===== src/rtl/owm_pkg.sv =====
// Shared types and constants for the omni-wheel mixer and PWM framer.
// Depends on nothing; every other file takes names from here by scope.
package owm_pkg;

	// Field widths
	localparam int VEL_W   = 16;
	localparam int COEF_W  = 16;
	localparam int DB_W    = 8;
	localparam int SPEED_W = 18;
	localparam int PROD_W  = COEF_W + VEL_W + 1;

	// Operation codes of an input word
	localparam logic OP_CMD  = 1'b0;
	localparam logic OP_TICK = 1'b1;

	// Configuration register indexes
	localparam logic [1:0] CFG_SIN      = 2'd0;
	localparam logic [1:0] CFG_COS      = 2'd1;
	localparam logic [1:0] CFG_DEADBAND = 2'd2;

	// Register reset values
	localparam logic [COEF_W-1:0] SIN_RESET      = 16'd23170;
	localparam logic [COEF_W-1:0] COS_RESET      = 16'd23170;
	localparam logic [DB_W-1:0]   DEADBAND_RESET = 8'd40;

	// Velocity limit (one in Q2.14)
	localparam logic signed [VEL_W-1:0] VEL_ONE = 16'sd16384;

	// Frame layout
	localparam logic [7:0] BYTE_OPEN  = 8'h3C;
	localparam logic [7:0] BYTE_MOTOR = 8'h6D;
	localparam logic [7:0] BYTE_CLOSE = 8'h3E;
	localparam logic [7:0] PWM_FULL   = 8'd255;
	localparam logic [2:0] IDX_OPEN   = 3'd0;
	localparam logic [2:0] IDX_MOTOR  = 3'd1;
	localparam logic [2:0] IDX_DIR    = 3'd2;
	localparam logic [2:0] IDX_CLOSE  = 3'd7;

	typedef logic signed [SPEED_W-1:0] speed_t;

	typedef struct packed {
		logic                    op;
		logic signed [VEL_W-1:0] vel_x;
		logic signed [VEL_W-1:0] vel_y;
		logic signed [VEL_W-1:0] vel_rot;
	} in_word_t;

	typedef struct packed {
		logic [7:0] frame_byte;
		logic       last_byte;
	} out_word_t;

	typedef enum logic [2:0] {
		ST_IDLE,
		ST_MUL_X,
		ST_MUL_Y,
		ST_WHEEL,
		ST_CHECK,
		ST_EMIT
	} state_t;

endpackage


===== src/rtl/omni_wheel_mixer_pwm_framer_top.sv =====
// Omni-wheel mixer: a command word stores clamped velocities as it is accepted.
// A tick runs the arithmetic (two passes of the shared multiplier,
// four passes of the wheel adder, one check), then emits eight frame bytes,
// one per cycle while out_ready is high; an unchanged tick ends after the check.
// Input is not ready from a tick's acceptance until its last byte is taken,
// or until the check ends a tick whose speeds are unchanged.
// Asynchronous reset restores register defaults, clears stored velocities and last sent speeds.
module omni_wheel_mixer_pwm_framer_top (
	input  logic                          clk,
	input  logic                          arst_n,
	input  logic                          in_valid,
	output logic                          in_ready,
	input  owm_pkg::in_word_t             in_data,
	output logic                          out_valid,
	input  logic                          out_ready,
	output owm_pkg::out_word_t            out_data,
	input  logic                          cfg_valid,
	output logic                          cfg_ready,
	input  logic [1:0]                    cfg_index,
	input  logic [owm_pkg::COEF_W-1:0]    cfg_data
);

	localparam int SUM_W = owm_pkg::PROD_W + 2;
	localparam int SHR_W = SUM_W - 14;

	owm_pkg::state_t                     state_q, state_d;
	logic [owm_pkg::COEF_W-1:0]          sin_q, cos_q;
	logic [owm_pkg::DB_W-1:0]            deadband_q;
	logic signed [owm_pkg::VEL_W-1:0]    vel_q [3];
	owm_pkg::speed_t                     sent_q [4];
	logic signed [owm_pkg::PROD_W-1:0]   px_q, py_q, product;
	logic [1:0]                          wheel_q;
	logic [2:0]                          byte_q;
	logic                                diff_q;
	logic signed [SUM_W-1:0]             rot_ext, px_ext, py_ext, sum;
	logic signed [SHR_W-1:0]             shr;
	owm_pkg::speed_t                     speed;
	logic                                in_acc;

	function automatic logic signed [owm_pkg::VEL_W-1:0] clamp_vel(
		input logic signed [owm_pkg::VEL_W-1:0] v);
		if (v > owm_pkg::VEL_ONE) begin
			return owm_pkg::VEL_ONE;
		end else if (v < -owm_pkg::VEL_ONE) begin
			return -owm_pkg::VEL_ONE;
		end
		return v;
	endfunction

	assign cfg_ready = 1'b1;
	assign in_acc    = in_valid && in_ready;

	// Configuration registers
	always_ff @(posedge clk or negedge arst_n) begin
		if (!arst_n) begin
			sin_q      <= owm_pkg::SIN_RESET;
			cos_q      <= owm_pkg::COS_RESET;
			deadband_q <= owm_pkg::DEADBAND_RESET;
		end else if (cfg_valid) begin
			unique case (cfg_index)
				owm_pkg::CFG_SIN:      sin_q      <= cfg_data;
				owm_pkg::CFG_COS:      cos_q      <= cfg_data;
				owm_pkg::CFG_DEADBAND: deadband_q <= cfg_data[owm_pkg::DB_W-1:0];
				default: ;
			endcase
		end
	end

	// State register
	always_ff @(posedge clk or negedge arst_n) begin
		if (!arst_n) begin
			state_q <= owm_pkg::ST_IDLE;
		end else begin
			state_q <= state_d;
		end
	end

	// Next state and handshake outputs
	always_comb begin
		state_d   = state_q;
		in_ready  = 1'b0;
		out_valid = 1'b0;
		unique case (state_q)
			owm_pkg::ST_IDLE: begin
				in_ready = 1'b1;
				if (in_valid && in_data.op == owm_pkg::OP_TICK) begin
					state_d = owm_pkg::ST_MUL_X;
				end
			end
			owm_pkg::ST_MUL_X: state_d = owm_pkg::ST_MUL_Y;
			owm_pkg::ST_MUL_Y: state_d = owm_pkg::ST_WHEEL;
			owm_pkg::ST_WHEEL: begin
				if (wheel_q == 2'd3) begin
					state_d = owm_pkg::ST_CHECK;
				end
			end
			owm_pkg::ST_CHECK: state_d = diff_q ? owm_pkg::ST_EMIT : owm_pkg::ST_IDLE;
			owm_pkg::ST_EMIT: begin
				out_valid = 1'b1;
				if (out_ready && byte_q == owm_pkg::IDX_CLOSE) begin
					state_d = owm_pkg::ST_IDLE;
				end
			end
			default: state_d = owm_pkg::ST_IDLE;
		endcase
	end

	// Store clamped velocities on a command word
	always_ff @(posedge clk or negedge arst_n) begin
		if (!arst_n) begin
			for (int i = 0; i < 3; i++) begin
				vel_q[i] <= '0;
			end
		end else if (in_acc && in_data.op == owm_pkg::OP_CMD) begin
			vel_q[0] <= clamp_vel(in_data.vel_x);
			vel_q[1] <= clamp_vel(in_data.vel_y);
			vel_q[2] <= clamp_vel(in_data.vel_rot);
		end
	end

	owm_mul u_mul (
		.sel_y    (state_q == owm_pkg::ST_MUL_Y),
		.sin_coef (sin_q),
		.cos_coef (cos_q),
		.vel_x    (vel_q[0]),
		.vel_y    (vel_q[1]),
		.product  (product)
	);

	// Hold the two axis products
	always_ff @(posedge clk) begin
		if (state_q == owm_pkg::ST_MUL_X) begin
			px_q <= product;
		end
		if (state_q == owm_pkg::ST_MUL_Y) begin
			py_q <= product;
		end
	end

	// Wheel adder: rotation plus signed axis products, floor shift, saturate
	always_comb begin
		rot_ext = {{(SUM_W-owm_pkg::VEL_W-15){vel_q[2][owm_pkg::VEL_W-1]}}, vel_q[2], 15'd0};
		px_ext  = SUM_W'(px_q);
		py_ext  = SUM_W'(py_q);
		sum     = rot_ext + (wheel_q[1] ? px_ext : -px_ext)
		        + ((wheel_q[0] ^ wheel_q[1]) ? -py_ext : py_ext);
		shr     = sum[SUM_W-1:14];
		if (shr[SHR_W-1:owm_pkg::SPEED_W-1] == '0
		    || shr[SHR_W-1:owm_pkg::SPEED_W-1] == '1) begin
			speed = shr[owm_pkg::SPEED_W-1:0];
		end else if (shr[SHR_W-1]) begin
			speed = {1'b1, {(owm_pkg::SPEED_W-1){1'b0}}};
		end else begin
			speed = {1'b0, {(owm_pkg::SPEED_W-1){1'b1}}};
		end
	end

	// Advance the wheel pass, record any change, and keep the new speed
	always_ff @(posedge clk or negedge arst_n) begin
		if (!arst_n) begin
			wheel_q <= '0;
			diff_q  <= 1'b0;
			for (int i = 0; i < 4; i++) begin
				sent_q[i] <= '0;
			end
		end else if (state_q == owm_pkg::ST_MUL_Y) begin
			wheel_q <= '0;
			diff_q  <= 1'b0;
		end else if (state_q == owm_pkg::ST_WHEEL) begin
			wheel_q         <= wheel_q + 2'd1;
			sent_q[wheel_q] <= speed;
			if (speed != sent_q[wheel_q]) begin
				diff_q <= 1'b1;
			end
		end
	end

	// Advance the frame byte slot as each word is taken
	always_ff @(posedge clk or negedge arst_n) begin
		if (!arst_n) begin
			byte_q <= '0;
		end else if (state_q == owm_pkg::ST_CHECK) begin
			byte_q <= owm_pkg::IDX_OPEN;
		end else if (out_valid && out_ready) begin
			byte_q <= byte_q + 3'd1;
		end
	end

	owm_framer u_framer (
		.byte_idx (byte_q),
		.speed    (sent_q),
		.deadband (deadband_q),
		.word     (out_data)
	);

endmodule


===== src/rtl/owm_mul.sv =====
// Shared coefficient-by-velocity multiplier used for both body axes.
// Depends on owm_pkg for widths.
module owm_mul (
	input  logic                                   sel_y,
	input  logic        [owm_pkg::COEF_W-1:0]      sin_coef,
	input  logic        [owm_pkg::COEF_W-1:0]      cos_coef,
	input  logic signed [owm_pkg::VEL_W-1:0]       vel_x,
	input  logic signed [owm_pkg::VEL_W-1:0]       vel_y,
	output logic signed [owm_pkg::PROD_W-1:0]      product
);

	logic signed [owm_pkg::COEF_W:0]  coef;
	logic signed [owm_pkg::VEL_W-1:0] vel;

	// Pick the operand pair, then multiply unsigned coefficient by signed velocity
	always_comb begin
		coef    = sel_y ? $signed({1'b0, cos_coef}) : $signed({1'b0, sin_coef});
		vel     = sel_y ? vel_y : vel_x;
		product = coef * vel;
	end

endmodule


===== src/rtl/owm_framer.sv =====
// Frame byte builder: start marks, direction byte, PWM bytes, end mark.
// Depends on owm_pkg for the word type and frame constants.
module owm_framer (
	input  logic [2:0]                 byte_idx,
	input  owm_pkg::speed_t            speed [4],
	input  logic [owm_pkg::DB_W-1:0]   deadband,
	output owm_pkg::out_word_t         word
);

	owm_pkg::speed_t                 sp;
	logic [owm_pkg::SPEED_W-1:0]     mag;
	logic [owm_pkg::SPEED_W+7:0]     scaled;
	logic [10:0]                     raw;
	logic [7:0]                      pwm;
	logic [1:0]                      wheel;
	logic [3:0]                      dir;

	// Scale the selected wheel speed to a PWM byte
	always_comb begin
		wheel  = 2'(byte_idx - 3'd3);
		sp     = speed[wheel];
		mag    = sp[owm_pkg::SPEED_W-1] ? owm_pkg::SPEED_W'(-sp) : owm_pkg::SPEED_W'(sp);
		scaled = {mag, 8'd0} - {8'd0, mag};
		raw    = scaled[owm_pkg::SPEED_W+7:15];
		pwm    = (raw > 11'(owm_pkg::PWM_FULL)) ? owm_pkg::PWM_FULL : raw[7:0];
		if (pwm < deadband) begin
			pwm = 8'd0;
		end
	end

	// Direction bit set for each wheel that is not negative
	always_comb begin
		for (int i = 0; i < 4; i++) begin
			dir[i] = ~speed[i][owm_pkg::SPEED_W-1];
		end
	end

	// Select the byte for this slot of the frame
	always_comb begin
		unique case (byte_idx)
			owm_pkg::IDX_OPEN:  word.frame_byte = owm_pkg::BYTE_OPEN;
			owm_pkg::IDX_MOTOR: word.frame_byte = owm_pkg::BYTE_MOTOR;
			owm_pkg::IDX_DIR:   word.frame_byte = {4'd0, dir};
			owm_pkg::IDX_CLOSE: word.frame_byte = owm_pkg::BYTE_CLOSE;
			default:            word.frame_byte = pwm;
		endcase
		word.last_byte = (byte_idx == owm_pkg::IDX_CLOSE);
	end

endmodule

===== config.mk =====
export PLATFORM = sky130hd
export DESIGN_NAME = omni_wheel_mixer_pwm_framer_top
export DESIGN_NICKNAME = d
export VERILOG_FILES = /design/src/rtl/owm_pkg.sv /design/src/rtl/omni_wheel_mixer_pwm_framer_top.sv /design/src/rtl/owm_mul.sv /design/src/rtl/owm_framer.sv
export SDC_FILE = /design/constraint.sdc
export NUM_CORES = 1
export LEC_CHECK = 0
export ABC_CLOCK_PERIOD_IN_PS = 19850
export BUFFER_PORTS_ARGS = -buffer_cell sky130_fd_sc_hd__buf_4
export CAP_MARGIN = 10
export CELL_PAD_IN_SITES_DETAIL_PLACEMENT = 0
export CELL_PAD_IN_SITES_GLOBAL_PLACEMENT = 1
export CORE_MARGIN = 4
export CORE_UTILIZATION = 55
export CTS_BUF_LIST = sky130_fd_sc_hd__clkbuf_8
export DETAILED_ROUTE_END_ITERATION = 6
export PLACE_DENSITY = 0.95
export SYNTH_ARGS = -nofsm -noshare
export SYNTH_HDL_FRONTEND = slang
export SYNTH_HIERARCHICAL = 1
export SYNTH_SLANG_ARGS = --single-unit
export TNS_END_PERCENT = 20

===== constraint.sdc =====
create_clock -name clk -period 19.85 [get_ports clk]
set_input_delay 2.9775 -clock clk [delete_from_list [all_inputs] [get_ports clk]]
set_output_delay 2.9775 -clock clk [all_outputs]
set_load 0.02 [all_outputs]

==> results of run 1 <==
-- synthesized netlist by cell type, types with 15 or more instances --
cell type  count
fa_1         213
nand2_1      335
edfxtp_1      66
a21o_1        16
or3_1         16
a211oi_1      15
mux2i_1       49
a22o_1        47
o21a_1        21
dfrtp_1      155
a31oi_1       18
nor4_1        25
mux2_2        79
nand4_1       24
xnor2_1       76
nor2_1       227
and3_1        25
o31ai_1       18
ha_1         192
xor2_1        51
inv_1        355
a21oi_1      133
clkbuf_1      71
nand2b_1      19
o21ai_0      147
nand3_1       39
mux4_2        34
nor3_1        39
-- placed cells by master (no fill, tap or decap), types with 19 or more instances in the layout --
master,Yosys,routed
mux2_2,79,79
mux2i_1,49,47
a21oi_1,133,133
nor3_1,39,38
o21ai_0,147,147
xnor2_1,76,76
and3_1,25,25
nand3_1,39,39
dfrtp_1,155,154
nand2b_1,19,19
o21a_1,21,21
nor2_1,227,226
fa_1,213,213
ha_1,192,192
nand2_1,335,335
edfxtp_1,66,66
nor4_1,25,25
inv_1,355,368
buf_4,5,105
xor2_1,51,51
mux4_2,34,34
nand4_1,24,24
a22o_1,47,47
clkbuf_8,0,46
-- per-layer routing --
layer | GRT usage (%) | wire length, µm | vias up
met2 | 48.8 | 35200 | 850
met4 | 12.1 | 3330 | 0
met5 | 0 | 0 | -
li1 | - | - | 9667
met1 | 37.6 | 29600 | 10500
met3 | 3.75 | 4480 | 214
-- through the flow --
stage                     cells  setup slack [ps]  instance area [µm²]  hold WS [ps]
after global placement     3380              8910                26700           479
after global routing       3454              7600                27400           525
after detailed placement   3380              8880                26700           492
final                      3454              8150                27400           511
after floorplan            2773             10490                25500           461
after CTS                  3453              8230                27400           509
-- worst paths after layout --
kind	start	to	slack, ps	depth (start not counted)
max	byte_q[0]	out_data[2]	8150	29
min	sent_q[43]	sent_q[43]	510	2
max reg2reg	state_q[2]	px_q[28]	10920	23
min reg2reg	sent_q[43]	sent_q[43]	510	2
max in group asynchronous	arst_n	vel_q[17]	15860	2
min in group asynchronous	arst_n	sent_q[11]	2480	1
-- logic make-up after synthesis --
family	share of synthesized area, %
other cells	0.0147
xor+xnor	4.59
buf+inv	7.00
fa+ha+maj	26.2
flops	24.4
simple gates	15.5
compound gates	13.9
mux	8.40
-- critical path: cells and delay by family, from the launching register on --
kind | cells | cell delay, ps
AO/OA/AOI/OAI | 12 | 3200
XOR/XNOR | 1 | 290
adder cells (fa/ha/maj) | 4 | 1890
buffers and inverters | 5 | 990
flip-flops | 1 | 330
multiplexers | 1 | 510
AND/OR/NAND/NOR | 6 | 900
-- flip-flops by register name (all words and copies together), names as in the netlist --
signal and flops:
rot_ext 16, cos_q 16, px_q 33, byte_q 3
state_q 3, sent_q 72, deadband_q 8, diff_q 1
py_q 33, sin_q 16, wheel_q 2, vel_q 32
-- layout make-up --
type                       count  share of cell area (%)
clock buffer                  46                    2.31
timing repair buffer         106                    2.91
clock inverter                27                   0.533
inverter                     357                    4.88
multi-input combinational   2082                    63.9
tap                          600                    2.74
sequential                   235                    22.7
antenna                        1                 0.00912
==> key figures, run 1 <==
Synth
  • Avg Inst Size Synth: 9.21 µm²
  • Post-synthesis register bit count: 235
  • Synth area leaders: fa_1, dfrtp_1, ha_1
  • Gate Count Post-Synth: 2773
  • EDFF count, synth: 66
  • Ys flop type: dfrtp_1
  • Netlist cell types: 101
  • Post-synth top area share: 16.7%
  • Cell area after synthesis: about 26000 µm²
  • Post-synth top area cell: fa_1
  • Yosys warning count: 6
  • Syn_nets: 3250
  • FFs w/ async S/R, synth: 71.9%
  • Register area share after synthesis: 24.4%

Layout
  • FF+latch area: between 6000 and 7000 µm²
  • Synth-to-Final Area Change: 7.49%
  • Footprint of the multi-input gates: 17500 µm²
  • Fillers: 3885
  • Nets: 3299
  • Final Util: 60.1%
  • Layout cells sized above 1: 12.0%

Floorplan
  • Io pins: 84
  • Initial core utilization: 55.9%
  • Die width: 223 µm
  • Die Area: 49900 µm²
  • Rows: 78
  • Core Area: between 40000 and 50000 µm²
  • Die Height: 223 µm

Placement
  • # port buffers: 82
  • Placer congestion estimate: 0.977
  • Dpl hpwl: 58200 µm

STA
  • Fin crit share: between 50% and 60%
  • Fin crit period: ~12000 ps
  • Max Freq: 0.0854 GHz
  • RSZ-0062 raised after global routing: no
  • Fin. max-slew vios: 0
  • Relative slew slack: 16.6%
  • Setup_tns: 0 ps
  • Worst-margin pin slew: ~1200 ps
  • Final setup vio count: 0
  • Clk_skew: ~24 ps
  • Endpoints failing hold: 0

CTS
  • Worst skew pair latency: 600 ps
  • Post-CTS Setup Bufs: 0
  • CTS Root Cell: clkbuf_8
  • Max Root-Sink Buffers: 3
  • Hold Buf Count CTS: 0
  • H-tree Lvls: 2
  • CTS Buf Count: 40
  • CTS tree: built
  • Clock Sinks: 235
  • CTS resizes: 0
  • CTS clk-pin slew, worst paths: 60 ps

Global route
  • Vias in the first global route: 21400
  • Initial antenna violation count: 1
  • Total GRT Usage: 28.8%
  • Global-route wire length before repair: roughly 120000 µm
  • Largest net degree at the start of global routing: 95
  • Overflow after GRT: 0

Setup path
  • Setup crit start kind: flop
  • Critical path type: reg2out
  • Data required, critical path: 16870 ps
  • Slowest-stage cell, CP: ha_1
  • CP Max Fanout: 28
  • Crit path top cell by count: ha_1
  • Worst path max stage delay: around 1100 ps
  • Crit path arrival time: 8730 ps
  • Worst Setup End Kind: primary output

Outcome
  • Status: finished, final reports clean

Route
  • Routed WL per cell: between 20 and 25 µm
  • DRC violations left: 0
  • Initial DRC count: 1713
  • Drt via density: 6.14
  • Via count: ~21000
  • Post-DRT Antenna Nets: 0
  • First-pass DRT Iterations: 6
  • Routed WL: 72600 µm

Flow run
  • Maximum Capacitance Violations: 0

Worst hold path
  • Hold/Removal Path Class: reg2reg
Power of run 1 is left out: the tool's default activity adds up to more than one toggle a clock period on the data nets, which glitch-free logic cannot reach.
==> run 2: changes to the inputs <==
--- a/config.mk
+++ b/config.mk
@@ -5,16 +5,16 @@
 export SDC_FILE = /design/constraint.sdc
 export NUM_CORES = 1
 export LEC_CHECK = 0
-export ABC_CLOCK_PERIOD_IN_PS = 19850
+export ABC_CLOCK_PERIOD_IN_PS = 11600
 export BUFFER_PORTS_ARGS = -buffer_cell sky130_fd_sc_hd__buf_4
 export CAP_MARGIN = 10
 export CELL_PAD_IN_SITES_DETAIL_PLACEMENT = 0
 export CELL_PAD_IN_SITES_GLOBAL_PLACEMENT = 1
 export CORE_MARGIN = 4
-export CORE_UTILIZATION = 55
+export CORE_UTILIZATION = 51
 export CTS_BUF_LIST = sky130_fd_sc_hd__clkbuf_8
 export DETAILED_ROUTE_END_ITERATION = 6
-export PLACE_DENSITY = 0.95
+export PLACE_DENSITY = 0.91
 export SYNTH_ARGS = -nofsm -noshare
 export SYNTH_HDL_FRONTEND = slang
 export SYNTH_HIERARCHICAL = 1
==> constraint.sdc (replaced) <==
create_clock -name clk -period 11.6 [get_ports clk]
set_input_delay 1.74 -clock clk [delete_from_list [all_inputs] [get_ports clk]]
set_output_delay 1.74 -clock clk [all_outputs]
set_load 0.02 [all_outputs]
==> key figures, run 2 (synthesized netlist as in run 1, its figures left out) <==
Route
  • Drt via density: 5.99
  • Post-DRT Antenna Nets: 0
  • Initial DRC count: 1568
  • DRC violations left: 0
  • Routed WL per cell: between 20 and 25 µm
  • First-pass DRT Iterations: 7
  • Routed WL: 73400 µm
  • Via count: 21100

Layout
  • Number of flip-flops in the largest register: 72
  • Commonest non-fill, non-tap cells in the layout: inv_1, nand2_1, nor2_1
  • Nets: 3305
  • Footprint of the multi-input gates: roughly 18000 µm²
  • Regs by FF count: sent_q x72, px_q x33, py_q x33
  • Largest Register: sent_q
  • Fillers: 4463
  • Commonest non-fill, non-tap cell in the layout: inv_1
  • FF+latch area: 6230 µm²
  • Layout cells sized above 1: 12.3%
  • Synth-to-Final Area Change: 8.39%

Placement
  • Post-place setup slack: 2660 ps
  • Dpl hpwl: 58500 µm
  • Placer congestion estimate: 0.953
  • # port buffers: 82

Setup path
  • Worst Setup End Kind: primary output
  • RR Endpoint: px_q[28]
  • R2r startpoint: state_q[1]
  • R2R cell count: 23
  • CP Max Fanout: 26
  • Critical path type: reg2out
  • Reg2reg setup slack: 3200 ps
  • Worst path max stage delay: 540 ps
  • Data required, critical path: 9860 ps
  • Setup crit start kind: flop
  • Crit path top cell by count: ha_1
  • Crit path arrival time: 7960 ps
  • Slowest-stage cell, CP: o22ai_1

STA
  • Worst-margin pin slew: 1260 ps
  • Setup_tns: 0 ps
  • Fin crit period: 9700 ps
  • Fin. max-slew vios: 0
  • Max Freq: 0.103 GHz
  • Relative slew slack: 14.5%
  • Fin crit share: ~84%
  • Final setup vio count: 0
  • Slack of the critical path: 1900 ps
  • Clk_skew: ~43 ps
  • Endpoints failing hold: 0
  • WHS: 503 ps
  • RSZ-0062 raised after global routing: no

Floorplan
  • Die Area: 53700 µm²
  • Die Height: 232 µm
  • Die width: approximately 230 µm
  • Rows: 81
  • Core Area: 49300 µm²
  • Io pins: 84
  • Initial core utilization: ~52%

Global route
  • Global-route wire length before repair: 118000 µm
  • Initial antenna violation count: 1
  • Overflow after GRT: 0
  • Largest net degree at the start of global routing: 95
  • Vias in the first global route: between 20000 and 25000
  • Total GRT Usage: 27.5%

Outcome
  • Status: finished, final reports clean

CTS
  • Clock Sinks: approximately 240
  • Hold Buf Count CTS: 0
  • CTS Root Cell: clkbuf_8
  • Max Root-Sink Buffers: 3
  • CTS resizes: 0
  • CTS tree: built
  • CTS Buf Count: 41
  • Post-CTS Setup Bufs: 0
  • Worst skew pair latency: 610 ps
  • H-tree Lvls: 2
  • CTS clk-pin slew, worst paths: around 70 ps

Worst hold path
  • WHS Endpoint: sent_q[31]
  • Worst Hold Launch: sent_q[31]
  • Hold/Removal Path Class: reg2reg
  • Hold depth: 2

Flow run
  • Maximum Capacitance Violations: 0
[run 2: changes by cell type in the layout (fill, tap and decap cells not counted)]
cell,before,now
inv_12,1,0
inv_1,368,367
buf_4,105,110
clkbuf_8,46,51
bufinv_16,0,3
clkinv_2,6,4
clkinv_1,4,2
clkinvlp_4,2,1
[run 2: cell type report]
cell class	count	share of cell area, %
tap	664	3.00
clock buffer	51	2.54
clock inverter	23	0.692
inverter	357	4.84
timing repair buffer	111	3.02
antenna	1	0.00904
multi-input combinational	2082	63.4
sequential	235	22.5
[run 2: metrics by stage]
stage / cell area (µm²) / utilization, % / instances
after floorplan: 25500 / - / 2773
after global placement: 26800 / 54.4 / 3449
after detailed placement: 26800 / 54.4 / 3449
after CTS: 27700 / 56.2 / 3523
after global routing: 27700 / 56.2 / 3524
final: 27700 / 56.2 / 3524
[run 2: layer usage]
layer	up-vias	track usage [%]	wire (µm)
met2	760	47.1	36300
met1	10500	35.6	30200
met4	0	10.9	3120
met5	-	0	0
li1	9680	-	-
met3	178	3.25	3830
[run 2: worst max-delay path, delay by kind of cell, from the launching register on]
family	cells	cell delay, ps
AOI/OAI and AO/OA	12	3120
adders and majority gates	4	1120
and+or+nand+nor	6	890
xor gates and xnor gates	1	330
muxes	1	470
buffers and inverters	5	960
DFF	1	430
[run 2: worst max-delay path by stage]
| stage | start | endpoint | slack (ps) | cells after the start |
|---|---|---|---|---|
| 6_report | byte_q[1] | out_data[2] | 1900 | 29 |
| 5_1_grt | byte_q[1] | out_data[2] | 1290 | 29 |
| 4_1_cts | byte_q[1] | out_data[2] | 1960 | 29 |
| 3_5_place_dp | byte_q[1] | out_data[2] | 2660 | 29 |
| 3_3_place_gp | byte_q[1] | out_data[2] | 2890 | 29 |
| 2_1_floorplan | state_q[2] | px_q[28] | 2970 | 26 |
Power of run 2 is left out for the same reason.
